[config.mk]
export PLATFORM = sky130hd
export DESIGN_NAME = store_buffer_forwarding_queue
export DESIGN_NICKNAME = d
export VERILOG_FILES = /design/src/hw/rtl/sbfq_pkg.sv /design/src/hw/rtl/store_buffer_forwarding_queue.sv /design/src/hw/rtl/sbfq_ram.sv
export SDC_FILE = /design/constraint.sdc
export NUM_CORES = 2
export LEC_CHECK = 0
export BUFFER_PORTS_ARGS = -buffer_cell sky130_fd_sc_hd__buf_4
export CAP_MARGIN = 20
export CORE_ASPECT_RATIO = 1.25
export CORE_MARGIN = 4
export CORE_UTILIZATION = 66
export DETAILED_ROUTE_END_ITERATION = 16
export PLACE_DENSITY = 0.88
export SETUP_SLACK_MARGIN = 0.05
export SLEW_MARGIN = 20
export SYNTH_ARGS = -nofsm -noshare
export SYNTH_HDL_FRONTEND = slang
export SYNTH_HIERARCHICAL = 1
export SYNTH_SLANG_ARGS = --single-unit
[constraint.sdc]
create_clock -name clk -period 13.9 [get_ports clk]
set_clock_uncertainty 0.1 [all_clocks]
set_input_delay 2.78 -clock clk [delete_from_list [all_inputs] [get_ports clk]]
set_output_delay 2.78 -clock clk [all_outputs]
set_load 0.02 [all_outputs]
[src/hw/rtl/sbfq_pkg.sv]
`default_nettype none

package sbfq_pkg;

	localparam logic [2:0] OP_PUSH  = 3'd0;
	localparam logic [2:0] OP_POP   = 3'd1;
	localparam logic [2:0] OP_FRONT = 3'd2;
	localparam logic [2:0] OP_FLUSH = 3'd3;
	localparam logic [2:0] OP_QUERY = 3'd4;

	typedef struct packed {
		logic [2:0]  operation;
		logic [31:0] address;
		logic [31:0] store_value;
		logic [3:0]  rob_index;
	} req_t;

	typedef struct packed {
		logic        hit;
		logic [31:0] out_address;
		logic [31:0] out_data;
		logic [3:0]  out_rob_index;
	} rsp_t;

	typedef struct packed {
		logic [31:0] address;
		logic [31:0] data;
		logic [3:0]  rob;
	} slot_t;

	typedef enum logic [1:0] {
		ST_IDLE,
		ST_HEAD,
		ST_WALK
	} state_t;

endpackage

`default_nettype wire

[src/hw/rtl/store_buffer_forwarding_queue.sv]
`default_nettype none

// Store buffer with store-to-load forwarding, DEPTH slots in a circular queue.
// Raise start with a command on req while busy is low; the beat is taken at
// that edge. Every command yields exactly one result: done is high for one
// cycle with the result on result, and the receiver cannot hold it off.
// Push, flush and unused codes: done the cycle after the command, busy stays
// low, so one of these can be issued every cycle.
// Pop and front: one slot read from the slot RAM; the RAM registers the slot,
// then done and result are registered, and busy is high while in ST_HEAD.
// Query: walks the slots from the newest back to the head, one RAM read and
// one word-address compare per cycle. The walk stops at the first valid
// match or after the head slot, so at most DEPTH slots are checked; the
// single read port of the slot RAM is why the slots are read one at a time.
// Reset clears every valid mark and both pointers at once; slot contents are
// left as they are and may be read unwritten, but only a valid slot can hit.
module store_buffer_forwarding_queue #(
	parameter int DEPTH = 16
) (
	input  wire logic         clk,
	input  wire logic         arst_n,
	input  wire logic         start,
	input  wire sbfq_pkg::req_t req,
	output      logic         busy,
	output      logic         done,
	output      sbfq_pkg::rsp_t result
);

	localparam int AW = $clog2(DEPTH);
	localparam logic [AW-1:0] LAST = AW'(DEPTH - 1);

	sbfq_pkg::state_t state_q, state_d;

	logic [AW-1:0]    wptr_q, rptr_q, walk_q;
	logic [DEPTH-1:0] valid_q;
	logic             pop_q;
	logic [29:0]      qword_q;
	logic             done_q, done_d;
	sbfq_pkg::rsp_t   result_q, result_d;

	logic [AW-1:0]  wptr_prev, wptr_next, rptr_next, walk_prev, raddr;
	logic           ram_we, accept, walk_go;
	sbfq_pkg::slot_t wslot, rslot;

	assign wptr_prev = (wptr_q == '0) ? LAST : wptr_q - AW'(1);
	assign wptr_next = (wptr_q == LAST) ? '0 : wptr_q + AW'(1);
	assign rptr_next = (rptr_q == LAST) ? '0 : rptr_q + AW'(1);
	assign walk_prev = (walk_q == '0) ? LAST : walk_q - AW'(1);

	assign accept = start && (state_q == sbfq_pkg::ST_IDLE);

	assign wslot.address = req.address;
	assign wslot.data    = req.store_value;
	assign wslot.rob     = req.rob_index;

	sbfq_ram #(
		.WIDTH($bits(sbfq_pkg::slot_t)),
		.DEPTH(DEPTH)
	) u_ram (
		.clk  (clk),
		.we   (ram_we),
		.waddr(wptr_q),
		.wdata(wslot),
		.raddr(raddr),
		.rdata(rslot)
	);

	always_comb begin
		state_d  = state_q;
		raddr    = walk_prev;
		ram_we   = 1'b0;
		done_d   = 1'b0;
		result_d = '0;
		walk_go  = 1'b0;
		case (state_q)
			sbfq_pkg::ST_IDLE: begin
				if (start) begin
					case (req.operation)
						sbfq_pkg::OP_PUSH: begin
							ram_we = 1'b1;
							done_d = 1'b1;
						end
						sbfq_pkg::OP_POP, sbfq_pkg::OP_FRONT: begin
							raddr   = rptr_q;
							state_d = sbfq_pkg::ST_HEAD;
						end
						sbfq_pkg::OP_QUERY: begin
							raddr   = wptr_prev;
							state_d = sbfq_pkg::ST_WALK;
						end
						default: begin
							done_d = 1'b1;
						end
					endcase
				end
			end
			sbfq_pkg::ST_HEAD: begin
				done_d                 = 1'b1;
				result_d.hit           = valid_q[rptr_q];
				result_d.out_address   = rslot.address;
				result_d.out_data      = rslot.data;
				result_d.out_rob_index = rslot.rob;
				state_d                = sbfq_pkg::ST_IDLE;
			end
			sbfq_pkg::ST_WALK: begin
				if (valid_q[walk_q] && (rslot.address[31:2] == qword_q)) begin
					done_d            = 1'b1;
					result_d.hit      = 1'b1;
					result_d.out_data = rslot.data;
					state_d           = sbfq_pkg::ST_IDLE;
				end else if (walk_q == rptr_q) begin
					// head checked without a match: miss
					done_d  = 1'b1;
					state_d = sbfq_pkg::ST_IDLE;
				end else begin
					walk_go = 1'b1;
				end
			end
			default: begin
				state_d = sbfq_pkg::ST_IDLE;
			end
		endcase
	end

	always_ff @(posedge clk or negedge arst_n) begin
		if (!arst_n) begin
			state_q <= sbfq_pkg::ST_IDLE;
			done_q  <= 1'b0;
			wptr_q  <= '0;
			rptr_q  <= '0;
			valid_q <= '0;
		end else begin
			state_q <= state_d;
			done_q  <= done_d;
			if (accept && (req.operation == sbfq_pkg::OP_PUSH)) begin
				valid_q[wptr_q] <= 1'b1;
				wptr_q          <= wptr_next;
			end
			if (accept && (req.operation == sbfq_pkg::OP_FLUSH)) begin
				valid_q <= '0;
				wptr_q  <= '0;
				rptr_q  <= '0;
			end
			if ((state_q == sbfq_pkg::ST_HEAD) && pop_q) begin
				valid_q[rptr_q] <= 1'b0;
				rptr_q          <= rptr_next;
			end
		end
	end

	always_ff @(posedge clk) begin
		result_q <= result_d;
		if (accept) begin
			pop_q   <= (req.operation == sbfq_pkg::OP_POP);
			qword_q <= req.address[31:2];
			walk_q  <= wptr_prev;
		end else if (walk_go) begin
			walk_q <= walk_prev;
		end
	end

	assign busy   = (state_q != sbfq_pkg::ST_IDLE);
	assign done   = done_q;
	assign result = result_q;

endmodule

`default_nettype wire

[src/hw/rtl/sbfq_ram.sv]
`default_nettype none

module sbfq_ram #(
	parameter int WIDTH = 68,
	parameter int DEPTH = 16
) (
	input  wire logic                     clk,
	input  wire logic                     we,
	input  wire logic [$clog2(DEPTH)-1:0] waddr,
	input  wire logic [WIDTH-1:0]         wdata,
	input  wire logic [$clog2(DEPTH)-1:0] raddr,
	output      logic [WIDTH-1:0]         rdata
);

	logic [WIDTH-1:0] mem_q [DEPTH];

	always_ff @(posedge clk) begin
		if (we) begin
			mem_q[waddr] <= wdata;
		end
		rdata <= mem_q[raddr];
	end

endmodule

`default_nettype wire

==> flow_summary.yaml <==
route:
  wl_per_cell_um: 37.1
  vias: 25100
  ant_nets: 0
  first_pass_iters: 8
  drtIter0Drc: 4379
  drc_errors: 0
  detail_route.vias_per_cell: 7.28
  routed_wl_um: 128000
global_route:
  use_met1: 0.443
  busiest_layer: "met2"
  met2_usage: 0.537
  grt.overflow.total: 0
  grt_max_degree: 126
  grt_pass1_vias: 25400
  grtUsageTotal: 0.334
  grt_pass1_wl_um: 180000
  antenna_found_initial: 13
  met3_usage: 0.0727
cts:
  post_cts_buffers: 0
  cts_num_sinks: 1287
  cts_tree: "done"
  clockBufferDepth: 3
  post_cts_resized: 0
  cts_htree_levels: 3
  insertion_delay_ns: 0.71
  cts-root-buf: "clkbuf_16"
  path_clk_slew_ns: 0.07
  holdBufCountCts: 0
  numCtsBuffers: 112
synthesis:
  synthCells: 2199
  ys_ff_latch: 1287
  synth-edff-count: 1123
  ys_seq_area_frac: 0.785
  synthesis.nets: 2287
  synth_top_cell_area_share: 0.712
  synthFlopType: "edfxtp_1"
  synth.distinct_cells: 47
  netlist_area_mm2: 0.0473
  syn_avg_cell_area_um2: 21.5
  synth_area_leaders: "edfxtp_1 71%, mux4_2 13%, dfxtp_1 5.8%, a22oi_1 2.2%, dfrtp_1 1.4%"
  synthArstFlopShare: 0.0210
  ys_warn_count: 6
  yosys.area.top_type: "edfxtp_1"
critical_path:
  required_ns: 14.37
  critPathLaunchType: "input pin"
  r2r_cells: 11
  cp_data_arrival_time_ns: 7.52
  path_max_fanout: 81
  critPathKind: "input pin to register"
  endpoint_kind: "register"
  reg2reg_setup_slack_ns: 8.36
timing:
  hold_viol_final: 0
  worst_pin_slew_ns: 1.20
  fin_crit_ns: 7.06
  min_period_over_period: 0.508
  maxSlewViolCount: 0
  rsz0062_at_grt: "false"
  holdWs_ns: 0.338
  fin_ws_ns: 6.84
  tns_ns: 0
  setup_violations: 0
  fmax_mhz: 142
  slew_headroom: 0.200
run:
  maxCapViolations: 0
power_and_ir_drop:
  power_density_mw_per_mm2: 220
  leakage_uw: 0.0176
  power_uw: 11800
  vdd_drop_max_v: 0.000331
layout:
  drive_gt1_frac: 0.276
  fin_util: 0.755
  layout.nets: 2477
  areaGrowthSynthToFinish_pct: 13.1
floorplanning:
  placement_rows: 109
  die_h_um: 307
  dieArea_mm2: 0.0761
  initial_core_util: 0.667
  core_mm2: 0.0709
  ios: 145
  die_w_um: 248
status:
  outcome: "finished, final reports clean"
placed_design:
  gp_congestion: 0.857
  io_buffer_count: 144
  place_hpwl_um: 57700
  pre_cts_slack_ns: 6.18
min_path:
  hp-class: "register to register"
  hold_path_depth: 1
## placed cells by master, fill, tap and decap left out, types with 3 or more instances in the layout
cell type / count
mux4_1: 4
nand3_1: 6
nor2b_4: 3
inv_1: 14
nand2b_1: 6
o21ai_0: 17
nand2_1: 86
clkbuf_8: 5
clkinv_4: 5
clkbuf_16: 115
nor2_4: 14
a211oi_1: 16
o2bb2ai_1: 3
buf_4: 184
clkinv_1: 12
xor2_1: 6
diode_2: 12
edfxtp_1: 1123
a21oi_1: 28
ha_1: 14
xnor2_1: 31
nor2_1: 16
clkinvlp_4: 6
mux4_2: 277
a22oi_1: 140
bufinv_16: 17
nand4_1: 7
nor2b_1: 3
nor3_1: 3
nor3_2: 4
and2_4: 16
dfrtp_1: 27
clkinv_2: 23
and2_1: 53
clkbuf_1: 23
nor4_1: 3
mux2i_1: 4
dfxtp_1: 137
## worst paths after layout
| path | end | start |
|---|---|---|
| max in group asynchronous | valid_q[10] | arst_n |
| min in group asynchronous | state_q[1] | arst_n |
| max | u_ram/rdata[5] | req[68] |
| min reg2reg | result[28] | u_ram/rdata[28] |
| max reg2reg | u_ram/rdata[5] | wptr_q[0] |
| min | result[28] | u_ram/rdata[28] |
## kinds of logic after synthesis
| group | Yosys count | synth area share |
|---|---|---|
| DFF | 1287 | 0.785 |
| muxes | 285 | 0.135 |
| and+or+nand+nor | 231 | 0.0251 |
| AOI/OAI and AO/OA | 219 | 0.0326 |
| buffers and inverters | 126 | 0.0123 |
| xor gates and xnor gates | 37 | 0.00685 |
| adders and majority gates | 14 | 0.00370 |
## per-layer routing
layer / vias to the layer above / routed length [um]
met5: - / 20
met2: 2451 / 63600
li1: 9444 / -
met4: 2 / 7880
met3: 486 / 15700
met1: 12700 / 40500
## sequential cells by signal, indices dropped and copies added, names as in the netlist
register,flops
done,1
pop_q,1
qword_q,30
result,69
rptr_q,4
state_q,2
u_ram/mem_q,1088
u_ram/rdata,68
valid_q,16
walk_q,4
wptr_q,4
## through the flow
step                cells  instance area, um^2
floorplan            2199                47300
global placement     3217                49600
detailed placement   3217                49600
CTS                  3429                53500
global route         3437                53500
finish               3442                53500
## cell usage after synthesis, types with 14 or more instances
cell      count
nand2_1      86
a22oi_1     140
buf_2        32
and2_1       54
a21oi_1      28
nor2_1       30
ha_1         14
dfxtp_1     137
edfxtp_1   1123
mux4_2      277
and2_4       15
xnor2_1      31
o21ai_0      17
dfrtp_1      27
clkbuf_1     60
inv_1        14
a211oi_1     16
## worst max-delay path, stage by stage
cell,delay [ns]
buf_4,0.13
nand2b_1,0.20
a21oi_1,0.11
o21ai_0,0.43
inv_1,0.15
o22ai_4,0.17
buf_4,0.72
buf_6,0.77
buf_4,1.00
mux4_2,0.44
a22oi_1,0.31
nand2_1,0.12
## area by class of cell
| cell class | count | area, um^2 |
|---|---|---|
| Sequential cell | 1287 | 37100 |
| Timing Repair Buffer | 188 | 1460 |
| Multi-Input combinational cell | 786 | 9780 |
| Clock buffer | 143 | 3030 |
| Antenna cell | 12 | 30.0 |
| Clock inverter | 69 | 850 |
| Fill cell | 3432 | 17400 |
| Inverter | 14 | 52.6 |
| Tap cell | 943 | 1180 |
## where the power goes
group	internal [uW]	total (uW)	switching (uW)
sequential	4450	4630	177
combinational	1640	3810	2170
clock	1870	3340	1460
total	7970	11800	3810
No activity file was read; power rests on OpenSTA's default activity.
